File: config.mk
export PLATFORM = sky130hd
export DESIGN_NAME = dirty_rectangle_tracker
export DESIGN_NICKNAME = d
export VERILOG_FILES = /design/src/hdl/drt_pkg.sv /design/src/hdl/dirty_rectangle_tracker.sv /design/src/hdl/drt_front.sv /design/src/hdl/drt_fifo.sv /design/src/hdl/drt_back.sv
export SDC_FILE = /design/constraint.sdc
export NUM_CORES = 2
export LEC_CHECK = 0
export BUFFER_PORTS_ARGS = -buffer_cell sky130_fd_sc_hd__buf_2
export CORE_ASPECT_RATIO = 0.75
export CORE_UTILIZATION = 57
export DETAILED_ROUTE_END_ITERATION = 8
export PLACE_DENSITY_LB_ADDON = 0.12
export SETUP_SLACK_MARGIN = 0.5
export SYNTH_ARGS = -nofsm -noshare
export SYNTH_HDL_FRONTEND = slang
export SYNTH_SLANG_ARGS = --single-unit
File: constraint.sdc
create_clock -name i_clk -period 10.2 [get_ports i_clk]
set_input_delay 0.51 -clock i_clk [delete_from_list [all_inputs] [get_ports i_clk]]
set_output_delay 0.51 -clock i_clk [all_outputs]
set_load 0.03 [all_outputs]
File: src/hdl/drt_pkg.sv
`timescale 1ns / 1ps
package drt_pkg;

    // Request codes
    typedef enum logic [1:0] {
        OP_MARK  = 2'd0,
        OP_ALL   = 2'd1,
        OP_FRAME = 2'd2,
        OP_READ  = 2'd3
    } t_op;

    // Input item
    typedef struct packed {
        t_op                opcode;
        logic signed [15:0] rect_x;
        logic signed [15:0] rect_y;
        logic signed [15:0] rect_w;
        logic signed [15:0] rect_h;
        logic        [4:0]  read_index;
    } t_item;

    // Result item
    typedef struct packed {
        logic        full_screen;
        logic [5:0]  entry_count;
        logic        read_ok;
        logic [14:0] out_x;
        logic [14:0] out_y;
        logic [16:0] out_w;
        logic [16:0] out_h;
    } t_result;

    // Classified request, front to back. r and b are the clipped right/bottom edges.
    typedef struct packed {
        t_op         op;
        logic        skip;
        logic [14:0] x;
        logic [14:0] y;
        logic [15:0] w;
        logic [15:0] h;
        logic [16:0] r;
        logic [16:0] b;
        logic [4:0]  idx;
    } t_cmd;

    // One stored region
    typedef struct packed {
        logic [14:0] left;
        logic [14:0] top;
        logic [16:0] width;
        logic [16:0] height;
    } t_entry;

endpackage

File: src/hdl/dirty_rectangle_tracker.sv
`timescale 1ns / 1ps
// Channel   Direction  Signals
// in        input      i_in_valid, o_in_ready, i_item (drt_pkg::t_item)
// out       output     o_out_valid, i_out_ready, o_result (drt_pkg::t_result)
// cfg       input      i_cfg_wr_en, i_cfg_index, i_cfg_data
//
// Mark all, new frame, rejected marks and failed reads: the result is registered from the idle state.
// A good read passes through the read-data state. A mark into a non-empty list scans it one entry per cycle
// through the region memory read port, up to the first entry it touches or the last stored entry.
// A two-entry queue takes up to two items while the back end scans or the result is held.
// Reset: synchronous, active low; list empty, whole-screen mode set, screen size 0.
module dirty_rectangle_tracker #(
    parameter int MAX_REGIONS = 32
) (
    input  logic             i_clk,
    input  logic             i_rst_n,
    input  logic             i_in_valid,
    output logic             o_in_ready,
    input  drt_pkg::t_item   i_item,
    output logic             o_out_valid,
    input  logic             i_out_ready,
    output drt_pkg::t_result o_result,
    input  logic             i_cfg_wr_en,
    input  logic             i_cfg_index,
    input  logic [14:0]      i_cfg_data
);
    import drt_pkg::*;

    localparam logic CFG_SCREEN_W = 1'b0;
    localparam logic CFG_SCREEN_H = 1'b1;

    logic [14:0] r_screen_w, r_screen_h;
    t_cmd        front_cmd, q_cmd;
    logic        q_vld, q_pop;

    // Configuration registers
    always_ff @(posedge i_clk) begin
        if (!i_rst_n) begin
            r_screen_w <= '0;
            r_screen_h <= '0;
        end else if (i_cfg_wr_en) begin
            unique case (i_cfg_index)
                CFG_SCREEN_W: r_screen_w <= i_cfg_data;
                CFG_SCREEN_H: r_screen_h <= i_cfg_data;
                default: ;
            endcase
        end
    end

    drt_front u_front (
        .i_item     (i_item),
        .i_screen_w (r_screen_w),
        .i_screen_h (r_screen_h),
        .o_cmd      (front_cmd)
    );

    drt_fifo u_fifo (
        .i_clk     (i_clk),
        .i_rst_n   (i_rst_n),
        .i_wr_vld  (i_in_valid),
        .o_wr_rdy  (o_in_ready),
        .i_wr_data (front_cmd),
        .o_rd_vld  (q_vld),
        .i_rd_pop  (q_pop),
        .o_rd_data (q_cmd)
    );

    drt_back #(.MAX_REGIONS(MAX_REGIONS)) u_back (
        .i_clk       (i_clk),
        .i_rst_n     (i_rst_n),
        .i_cmd_vld   (q_vld),
        .i_cmd       (q_cmd),
        .o_cmd_pop   (q_pop),
        .o_out_valid (o_out_valid),
        .i_out_ready (i_out_ready),
        .o_result    (o_result)
    );

endmodule

File: src/hdl/drt_front.sv
`timescale 1ns / 1ps
module drt_front (
    input  drt_pkg::t_item i_item,
    input  logic [14:0]    i_screen_w,
    input  logic [14:0]    i_screen_h,
    output drt_pkg::t_cmd  o_cmd
);
    import drt_pkg::*;

    logic signed [17:0] xs, ys, ws, hs;
    logic signed [17:0] x1, y1, w1, h1, w2, h2;
    logic signed [17:0] sw, sh, re, be;

    // Clip against the left/top edges, then the right/bottom edges
    always_comb begin
        xs = {{2{i_item.rect_x[15]}}, i_item.rect_x};
        ys = {{2{i_item.rect_y[15]}}, i_item.rect_y};
        ws = {{2{i_item.rect_w[15]}}, i_item.rect_w};
        hs = {{2{i_item.rect_h[15]}}, i_item.rect_h};
        sw = {3'b000, i_screen_w};
        sh = {3'b000, i_screen_h};

        x1 = (xs < 0) ? 18'sd0 : xs;
        w1 = (xs < 0) ? ws + xs : ws;
        y1 = (ys < 0) ? 18'sd0 : ys;
        h1 = (ys < 0) ? hs + ys : hs;

        w2 = ((i_screen_w != 15'd0) && (x1 + w1 > sw)) ? sw - x1 : w1;
        h2 = ((i_screen_h != 15'd0) && (y1 + h1 > sh)) ? sh - y1 : h1;
        re = x1 + w2;
        be = y1 + h2;

        o_cmd.op   = i_item.opcode;
        o_cmd.skip = (ws <= 0) || (hs <= 0) || (w2 <= 0) || (h2 <= 0);
        o_cmd.x    = x1[14:0];
        o_cmd.y    = y1[14:0];
        o_cmd.w    = w2[15:0];
        o_cmd.h    = h2[15:0];
        o_cmd.r    = re[16:0];
        o_cmd.b    = be[16:0];
        o_cmd.idx  = i_item.read_index;
    end

endmodule

File: src/hdl/drt_fifo.sv
`timescale 1ns / 1ps
module drt_fifo (
    input  logic          i_clk,
    input  logic          i_rst_n,
    input  logic          i_wr_vld,
    output logic          o_wr_rdy,
    input  drt_pkg::t_cmd i_wr_data,
    output logic          o_rd_vld,
    input  logic          i_rd_pop,
    output drt_pkg::t_cmd o_rd_data
);
    import drt_pkg::*;

    t_cmd       r_mem [2];
    logic       r_wp, r_rp;
    logic [1:0] r_cnt;
    logic       push, pop;

    assign o_wr_rdy  = (r_cnt != 2'd2);
    assign o_rd_vld  = (r_cnt != 2'd0);
    assign o_rd_data = r_mem[r_rp];
    assign push      = i_wr_vld && o_wr_rdy;
    assign pop       = i_rd_pop && o_rd_vld;

    // Pointers and fill level
    always_ff @(posedge i_clk) begin
        if (!i_rst_n) begin
            r_wp  <= 1'b0;
            r_rp  <= 1'b0;
            r_cnt <= 2'd0;
        end else begin
            if (push) r_wp <= ~r_wp;
            if (pop)  r_rp <= ~r_rp;
            r_cnt <= r_cnt + {1'b0, push} - {1'b0, pop};
        end
    end

    // Payload storage
    always_ff @(posedge i_clk) begin
        if (push) r_mem[r_wp] <= i_wr_data;
    end

endmodule

File: src/hdl/drt_back.sv
`timescale 1ns / 1ps
module drt_back #(
    parameter int MAX_REGIONS = 32
) (
    input  logic            i_clk,
    input  logic            i_rst_n,
    input  logic            i_cmd_vld,
    input  drt_pkg::t_cmd   i_cmd,
    output logic            o_cmd_pop,
    output logic            o_out_valid,
    input  logic            i_out_ready,
    output drt_pkg::t_result o_result
);
    import drt_pkg::*;

    localparam int IW = (MAX_REGIONS > 1) ? $clog2(MAX_REGIONS) : 1;
    localparam int CW = $clog2(MAX_REGIONS + 1);
    localparam int AW = (IW > 5) ? IW : 5;
    localparam int KW = AW + CW;

    typedef enum logic [1:0] {S_IDLE, S_SCAN, S_RDATA} t_state;

    t_entry          r_mem [MAX_REGIONS];
    t_entry          r_rd_data;
    t_state          r_state, n_state;
    logic [CW-1:0]   r_count, n_count;
    logic            r_whole, n_whole;
    logic [CW-1:0]   r_scan, n_scan;
    logic            r_rd_vld;
    logic [IW-1:0]   r_rd_idx;
    t_cmd            r_cmd, n_cmd;
    t_result         r_out, n_out;
    logic            r_out_vld, n_out_vld;

    logic            start, issue, touch, last, idx_ok, done;
    logic [AW-1:0]   idx_ext;
    logic [IW-1:0]   rd_addr;
    logic            we;
    logic [IW-1:0]   waddr;
    t_entry          wdata;
    logic [16:0]     ar, ab, mx1, my1;
    logic [14:0]     mx0, my0;
    t_entry          merged, fresh_q, fresh_i;
    t_result         res_zero;

    assign o_out_valid = r_out_vld;
    assign o_result    = r_out;

    // Hit test of the request against the entry coming out of memory
    always_comb begin
        ar    = {2'b00, r_rd_data.left} + r_rd_data.width;
        ab    = {2'b00, r_rd_data.top} + r_rd_data.height;
        touch = !(({2'b00, r_rd_data.left} > r_cmd.r) || ({2'b00, r_cmd.x} > ar) ||
                  ({2'b00, r_rd_data.top} > r_cmd.b) ||
                  ({2'b00, r_cmd.y} > ab));
        mx0   = (r_rd_data.left < r_cmd.x) ? r_rd_data.left : r_cmd.x;
        my0   = (r_rd_data.top < r_cmd.y) ? r_rd_data.top : r_cmd.y;
        mx1   = (ar > r_cmd.r) ? ar : r_cmd.r;
        my1   = (ab > r_cmd.b) ? ab : r_cmd.b;
        merged.left   = mx0;
        merged.top    = my0;
        merged.width  = mx1 - {2'b00, mx0};
        merged.height = my1 - {2'b00, my0};
        fresh_q = '{left: r_cmd.x, top: r_cmd.y,
                    width: {1'b0, r_cmd.w}, height: {1'b0, r_cmd.h}};
        fresh_i = '{left: i_cmd.x, top: i_cmd.y,
                    width: {1'b0, i_cmd.w}, height: {1'b0, i_cmd.h}};
        last    = ({{(CW > IW ? CW - IW : 0){1'b0}}, r_rd_idx} == KW'(r_count) - KW'(1));
    end

    // Read port addressing and scan issue
    always_comb begin
        idx_ext = AW'(i_cmd.idx);
        idx_ok  = !r_whole && (KW'(idx_ext) < KW'(r_count));
        start   = (r_state == S_IDLE) && i_cmd_vld && !r_out_vld;
        done    = (r_state == S_SCAN) && r_rd_vld && (touch || last);
        issue   = (r_state == S_SCAN) && (r_scan < r_count) && !done;
        rd_addr = (r_state == S_IDLE) ? idx_ext[IW-1:0] : r_scan[IW-1:0];
    end

    // Control: next state, counters, memory write, result
    always_comb begin
        n_state   = r_state;
        n_count   = r_count;
        n_whole   = r_whole;
        n_scan    = r_scan;
        n_cmd     = r_cmd;
        n_out     = r_out;
        n_out_vld = r_out_vld;
        we        = 1'b0;
        waddr     = r_rd_idx;
        wdata     = merged;
        res_zero  = '0;
        o_cmd_pop = start;

        if (r_out_vld && i_out_ready) n_out_vld = 1'b0;

        unique case (r_state)
            S_IDLE: begin
                if (start) begin
                    n_cmd = i_cmd;
                    unique case (i_cmd.op)
                        OP_MARK: begin
                            if (!i_cmd.skip && !r_whole) begin
                                if (r_count == '0) begin
                                    we      = 1'b1;
                                    waddr   = '0;
                                    wdata   = fresh_i;
                                    n_count = CW'(1);
                                end else begin
                                    n_scan  = '0;
                                    n_state = S_SCAN;
                                end
                            end
                        end
                        OP_ALL: begin
                            n_whole = 1'b1;
                            n_count = '0;
                        end
                        OP_FRAME: begin
                            n_whole = 1'b0;
                            n_count = '0;
                        end
                        OP_READ: begin
                            if (idx_ok) n_state = S_RDATA;
                        end
                        default: ;
                    endcase
                    if (n_state == S_IDLE) begin
                        n_out_vld = 1'b1;
                        n_out     = res_zero;
                        n_out.full_screen = n_whole;
                        n_out.entry_count = n_whole ? 6'd0 : 6'(n_count);
                    end
                end
            end
            S_SCAN: begin
                if (issue) n_scan = r_scan + CW'(1);
                if (done) begin
                    if (touch) begin
                        we    = 1'b1;
                        waddr = r_rd_idx;
                        wdata = merged;
                    end else if (KW'(r_count) >= KW'(MAX_REGIONS)) begin
                        n_whole = 1'b1;
                        n_count = '0;
                    end else begin
                        we      = 1'b1;
                        waddr   = r_count[IW-1:0];
                        wdata   = fresh_q;
                        n_count = r_count + CW'(1);
                    end
                    n_state   = S_IDLE;
                    n_out_vld = 1'b1;
                    n_out     = res_zero;
                    n_out.full_screen = n_whole;
                    n_out.entry_count = n_whole ? 6'd0 : 6'(n_count);
                end
            end
            S_RDATA: begin
                n_state   = S_IDLE;
                n_out_vld = 1'b1;
                n_out.full_screen = r_whole;
                n_out.entry_count = 6'(r_count);
                n_out.read_ok     = 1'b1;
                n_out.out_x       = r_rd_data.left;
                n_out.out_y       = r_rd_data.top;
                n_out.out_w       = r_rd_data.width;
                n_out.out_h       = r_rd_data.height;
            end
            default: n_state = S_IDLE;
        endcase
    end

    // State and registered result
    always_ff @(posedge i_clk) begin
        if (!i_rst_n) begin
            r_state   <= S_IDLE;
            r_count   <= '0;
            r_whole   <= 1'b1;
            r_scan    <= '0;
            r_rd_vld  <= 1'b0;
            r_out_vld <= 1'b0;
        end else begin
            r_state   <= n_state;
            r_count   <= n_count;
            r_whole   <= n_whole;
            r_scan    <= n_scan;
            r_rd_vld  <= issue;
            r_out_vld <= n_out_vld;
        end
        r_cmd    <= n_cmd;
        r_out    <= n_out;
        r_rd_idx <= r_scan[IW-1:0];
    end

    // Region memory: one write port, one registered read port
    always_ff @(posedge i_clk) begin
        if (we) r_mem[waddr] <= wdata;
        r_rd_data <= r_mem[rd_addr];
    end

endmodule

# After elaboration in Yosys (flattened, before gate mapping)
# Memory sizes are Yosys's and may differ from the RTL's. A register that Yosys moved wholly into a read port is not among the register bits.
# Cells that the tools add are included.
[classes]
add_sub_neg = 17
bitwise_logic = 3
n_eq_ne = 14
muxes = 85
magnitude_cmp = 19
n_reduce_logical = 42
[ops]
columns = ["operator", "count"]
rows = [
  ["64-bit 2-to-1 mux", 7],
  ["72-bit 2-to-1 mux", 3],
  ["72-bit one-hot mux with 3 select lines", 1],
  ["64-bit one-hot mux with 2 select lines", 1],
  ["18-bit 2-to-1 mux", 6],
  ["6-bit 2-to-1 mux", 13],
  ["15-bit by 17-bit greater-than comparator with 1-bit output", 4],
  ["5-bit 2-to-1 mux", 8],
  ["18-bit adder", 2],
  ["18-bit by 16-bit greater-than comparator with 1-bit output", 2],
  ["18-bit by 1-bit <= comparator with 1-bit output (second input constant)", 2],
  ["6-bit one-hot mux with 2 select lines", 3],
  ["16-bit by 18-bit subtractor with 18-bit output", 2],
  ["15-bit by 17-bit adder with 17-bit output", 2],
  ["16-bit by 16-bit adder with 17-bit output", 2],
  ["17-bit adder", 2],
  ["17-bit greater-than comparator", 2],
  ["17-bit 2-to-1 mux", 2],
  ["17-bit by 15-bit subtractor with 17-bit output", 2],
  ["16-bit by 1-bit <= comparator with 1-bit output (second input constant)", 2],
  ["16-bit by 1-bit < comparator with 1-bit output (second input constant)", 2],
  ["15-bit < comparator", 2],
  ["15-bit 2-to-1 mux", 2],
  ["15-bit nonzero test", 2],
  ["other kinds (31)", 104],
]
[word_totals]
wordCells = 207
n_memories = 2
regBits = 224
mem_bits_rw = 2256
[mem_list]
columns = ["memory", "depth", "width", "rd", "rd_ports_with_merged_regs", "wr", "line_no", "source"]
rows = [
  ["u_back.r_mem", 32, 64, 1, 1, 1, "drt_back.sv:23", "t_entry r_mem [MAX_REGIONS];"],
  ["u_fifo.r_mem", 2, 104, 1, 1, 1, "drt_fifo.sv:14", "t_cmd r_mem [2];"],
]

# Depth between registers and ports, before layout
[depth]
ltp_word = 13
ltp_mapped = 45

# Hierarchy
# Synthesis repeated with hierarchy kept, for this count alone.
[hier_totals]
hier_cells = 7075
area_unflattened_um2 = 111889.8
[modules_own_cells]
columns = ["mod", "area_each_um2", "instances", "cells_each", "seq_area_each_um2"]
rows = [
  ["drt_back", 94735.9, 1, 5475, 68265.5],
  ["drt_front", 7996.4, 1, 1136, 0.0],
  ["drt_fifo", 7990.2, 1, 348, 6346.1],
  ["dirty_rectangle_tracker", 1167.4, 1, 116, 600.6],
]

# Worst setup path after synthesis
# No wires, ideal clock.
[synth_timing]
path_kind = "register to register"
start = "register, netlist name u_back.r_rd_data[49]"
end = "memory u_back.r_mem[15][0] (netlist name) (enable)"
n_path_buf = 1
synth_period_minus_slack_ns = 11.081
stages_incl_launch_ff = 24
arrival_ns = 10.437
slack_ns = -0.881
path_cell_list = "dfxtp_1 ha_1 inv_1 fa_1 nand2b_1 a21oi_1 o21bai_1 a21oi_1 o21ai_0 nand2b_1 a21o_1 a21oi_1 xnor2_1 inv_1 ha_1 nand2_1 or3_1 nor3_1 o41ai_2 o21ai_2 mux2i_1 o21ai_1 buf_2 nor4_1"
[synth_via]
elab_chain_cells = 12
[synth_lines]
columns = ["item", "line_no", "source"]
rows = [
  ["15-bit by 17-bit adder with 17-bit output", "drt_back.sv:51", "ar = {2'b00, r_rd_data.left} + r_rd_data.width;"],
  ["15-bit by 17-bit greater-than comparator with 1-bit output", "drt_back.sv:53", "touch = !(({2'b00, r_rd_data.left} > r_cmd.r) || ({2'b00, r_cmd.x} > ar) ||"],
  ["1-bit logical OR * (2 in a row)", "drt_back.sv:53", ""],
  ["1-bit logical OR *", "drt_back.sv:54", "({2'b00, r_rd_data.top} > r_cmd.b) ||"],
  ["1-bit zero test", "drt_back.sv:53", ""],
  ["1-bit logical OR", "drt_back.sv:76", "done = (r_state == S_SCAN) && r_rd_vld && (touch || last);"],
  ["1-bit logical AND", "drt_back.sv:76", ""],
  ["1-bit 2-to-1 mux", "drt_back.sv:139", "if (done) begin"],
  ["1-bit one-hot mux with 2 select lines", "drt_back.sv:98", "unique case (r_state)"],
  ["1-bit 2-to-1 mux", "drt_back.sv:199", "if (we) r_mem[waddr] <= wdata;"],
  ["1-bit 2-to-1 mux (implied by the code)", "drt_back.sv:199", ""],
  ["end, declared", "drt_back.sv:23", ""],
]
# Every way passes the cells marked *; elsewhere a longest branch is shown, timed or not.

==> run summary <==
CP arrival: 9.63 ns
Clock Skew: 0.0716 ns
Post-synthesis mux area share: 14.6%
Synth warn: 0
Die Y: 386 um
Chip Width: 514 um
Final setup viols: 0
Post-layout minimum cycle time: 9.15 ns
Compound-Gate Fraction of Synth Area: 6.26%
Worst rel slew slack: 4.91%
Fin cells: 9918
Class of the worst hold path: input pin to flip-flop
Drt via density: 6.50
# IOs: 166
Vias: 64.5k
Core footprint: 195000 um^2
Commonest cells after routing, fill and taps aside: edfxtp_1, mux4_2, nand2_1, ha_1, a21oi_1
Post-synthesis sequential area ratio: 67.1%
GP Congestion: 0.951
CP max stage cell: a21o_1
Dpl cells: 9464
Worst-path clk slew: 0.06 ns
Sequential cell area: 75200 um^2
Post-Route WL: 309000 um
P&R area growth vs syn: 11.7%
CTS sink cnt: 2545
Vias in the first global route: 62.0k
Final non-filler cell area: 125000 um^2
Area of the die: 198000 um^2
Rows: 140
Worst reg2reg path startpoint: u_back.r_rd_data[49]
FF+latch count, synth: 2545
CP top delay family: compound AO/OA/AOI/OAI gates
Worst path most repeated cell: a21oi_1
CTS max path bufs: 4
Worst-Skew Late Latency: 0.88 ns
RSZ-0062 raised after global routing: no
Synth Area in Adders: 4.21%
Worst Tran Pin Value: 1.43 ns
TritonRoute pass-1 iters: 6
Wirelength per Cell: 31.2 um
Max cap viols: 0
Primary FF master, synth: edfxtp_1
Global-route usage over all layers: 31.2%
First-pass GRT wire length: 441000 um
Inserted Clock Buffers: 237
CP endpoint kind: flip-flop
Asr flop ratio synth: 0%
Cells after Synth: 6796
DRT antenna net count: 0
Nets: 7561
Layout cells sized above 1: 21.0%
CTS tree: built
Drt drc: 0
Root Buffer Master: clkbuf_16
CP required: 10.68 ns
Fin. Hold Viols: 0
1st-iter DRT viols: 8265
Cell area after synthesis: 112000 um^2
Multi-input gate area: 35200 um^2
Commonest non-fill, non-tap cell in the layout: edfxtp_1
Post-synth EDFFs: 2424
Largest family of logic cells by synthesized area: multiplexers
Starting density of the core: 57.5%
Status: completed
Buffers added on ports: 165
Placed Area: 117000 um^2
Max stage delay on crit path: 0.84 ns
Post-Syn Nets: 7258
Bufs and invs on worst path: 2
Syn avg cell area: 16.5 um^2
Simple-gate portion of the synthesized area: 4.66%
Register-to-register setup slack: 1.05 ns
HP Start: i_item[57]
Antenna violations before repair: 11
Max frequency: 0.109 GHz
Period utilisation layout: 89.7%
Number of distinct library cells after synthesis: 101
Critical Path Source: u_back.r_rd_data[49]
CP Max Fanout: 32
HPWL after detailed placement: 178000 um
Critical Path Start Type: flip-flop
Final Max Tran Viols: 0
Largest net degree at the start of global routing: 133
Hold Slack: 0.110 ns
Crit Path Class: flip-flop to flip-flop
H-tree levels: 4
Congestion Overflow GR: 0
Setup Buffers After CTS: 0
XOR/XNOR Fraction of Synth Area: 1.27%
Fill cell count: 13.6k
[registers in the layout, indices dropped and copies added, names as in the netlist, named ones only]
register,count
u_back.r_rd_vld,1
r_screen_h,15
u_fifo.r_cnt,2
u_back.o_out_valid,1
u_back.o_result,72
u_back.r_mem,2048
u_back.fresh_q,62
u_back.r_scan,6
u_back.r_count,6
r_screen_w,15
u_fifo.r_wp,1
u_fifo.r_rp,1
u_back.r_state,2
u_fifo.r_mem,208
u_back.r_cmd,34
u_back.r_rd_data,64
u_back.r_whole,1
u_back.r_rd_idx,5
[per-layer routing]
| layer | track usage (%) | wire length (um) | vias up |
|---|---|---|---|
| li1 | - | - | 27500 |
| met1 | 47.8 | 134000 | 33300 |
| met2 | 46.9 | 138000 | 3239 |
| met3 | 5.78 | 30600 | 444 |
| met4 | 6.83 | 6650 | 4 |
| met5 | 0 | 23 | - |
[metrics by stage]
stage	util (%)	TNS, ns	setup WS [ns]
2_1_floorplan	-	-496.62	-0.806
3_3_place_gp	60.2	0	0.494
3_5_place_dp	60.2	0	0.453
4_1_cts	64.2	0	1.26
5_1_grt	64.2	0	0.546
6_report	64.2	0	1.05
[cell usage after synthesis (41+ instances only)]
cell / instances / share of area [%]
edfxtp_1: 2424 / 65
mux4_2: 512 / 10
ha_1: 358 / 4.0
nand2_1: 356 / 1.2
a21oi_1: 337 / 1.5
nor2_1: 296 / 0.99
o21ai_0: 271 / 1.2
inv_1: 266 / 0.89
mux2_2: 248 / 2.5
mux2i_1: 196 / 1.8
clkbuf_1: 191 / 0.64
dfxtp_1: 121 / 2.2
xnor2_1: 121 / 0.95
a21o_1: 93 / 0.62
o211ai_1: 91 / 0.61
and2_1: 77 / 0.43
buf_1: 77 / 0.26
nor3_1: 66 / 0.29
nand3_1: 53 / 0.24
nor2b_1: 44 / 0.25
xor2_1: 41 / 0.32
[layout make-up]
type                            instances  area share, %
Antenna cell                            3        0.00600
Clock buffer                          316           5.18
Clock inverter                        112          0.851
Tap cell                             2627           2.63
Sequential cell                      2545           60.1
Multi-Input combinational cell       3686           28.1
Timing Repair Buffer                  358           2.31
Inverter                              271          0.813
[tightest hold or removal path, cell delays in order]
cell and delay [ns]:
buf_2 0.09, nand2_1 0.08, inv_1 0.14
[final timing paths]
check | endpoint | cells after the start
setup reg to reg | u_back.r_mem[21][29] | 32
hold / removal | u_fifo.r_mem[1][90] | 3
setup / recovery | u_back.r_mem[21][29] | 32
hold reg to reg | u_back.r_rd_idx[3] | 0
[cell families after synthesis]
| family | count (synthesis) |
|---|---|
| fa+ha+maj | 370 |
| compound gates | 1099 |
| simple gates | 1098 |
| flops | 2545 |
| buf+inv | 565 |
| mux | 957 |
| xor+xnor | 162 |
[repair_timing]
action | CTS | global route
resized for setup | 0 | 4
endpoints found under the hold margin | 46 | 0
setup endpoints to repair | 0 | 36
hold buffers | 23 | 0
Power is left out: the tool's default activity adds up to more than one toggle a clock period on the data nets, which glitch-free logic cannot reach.
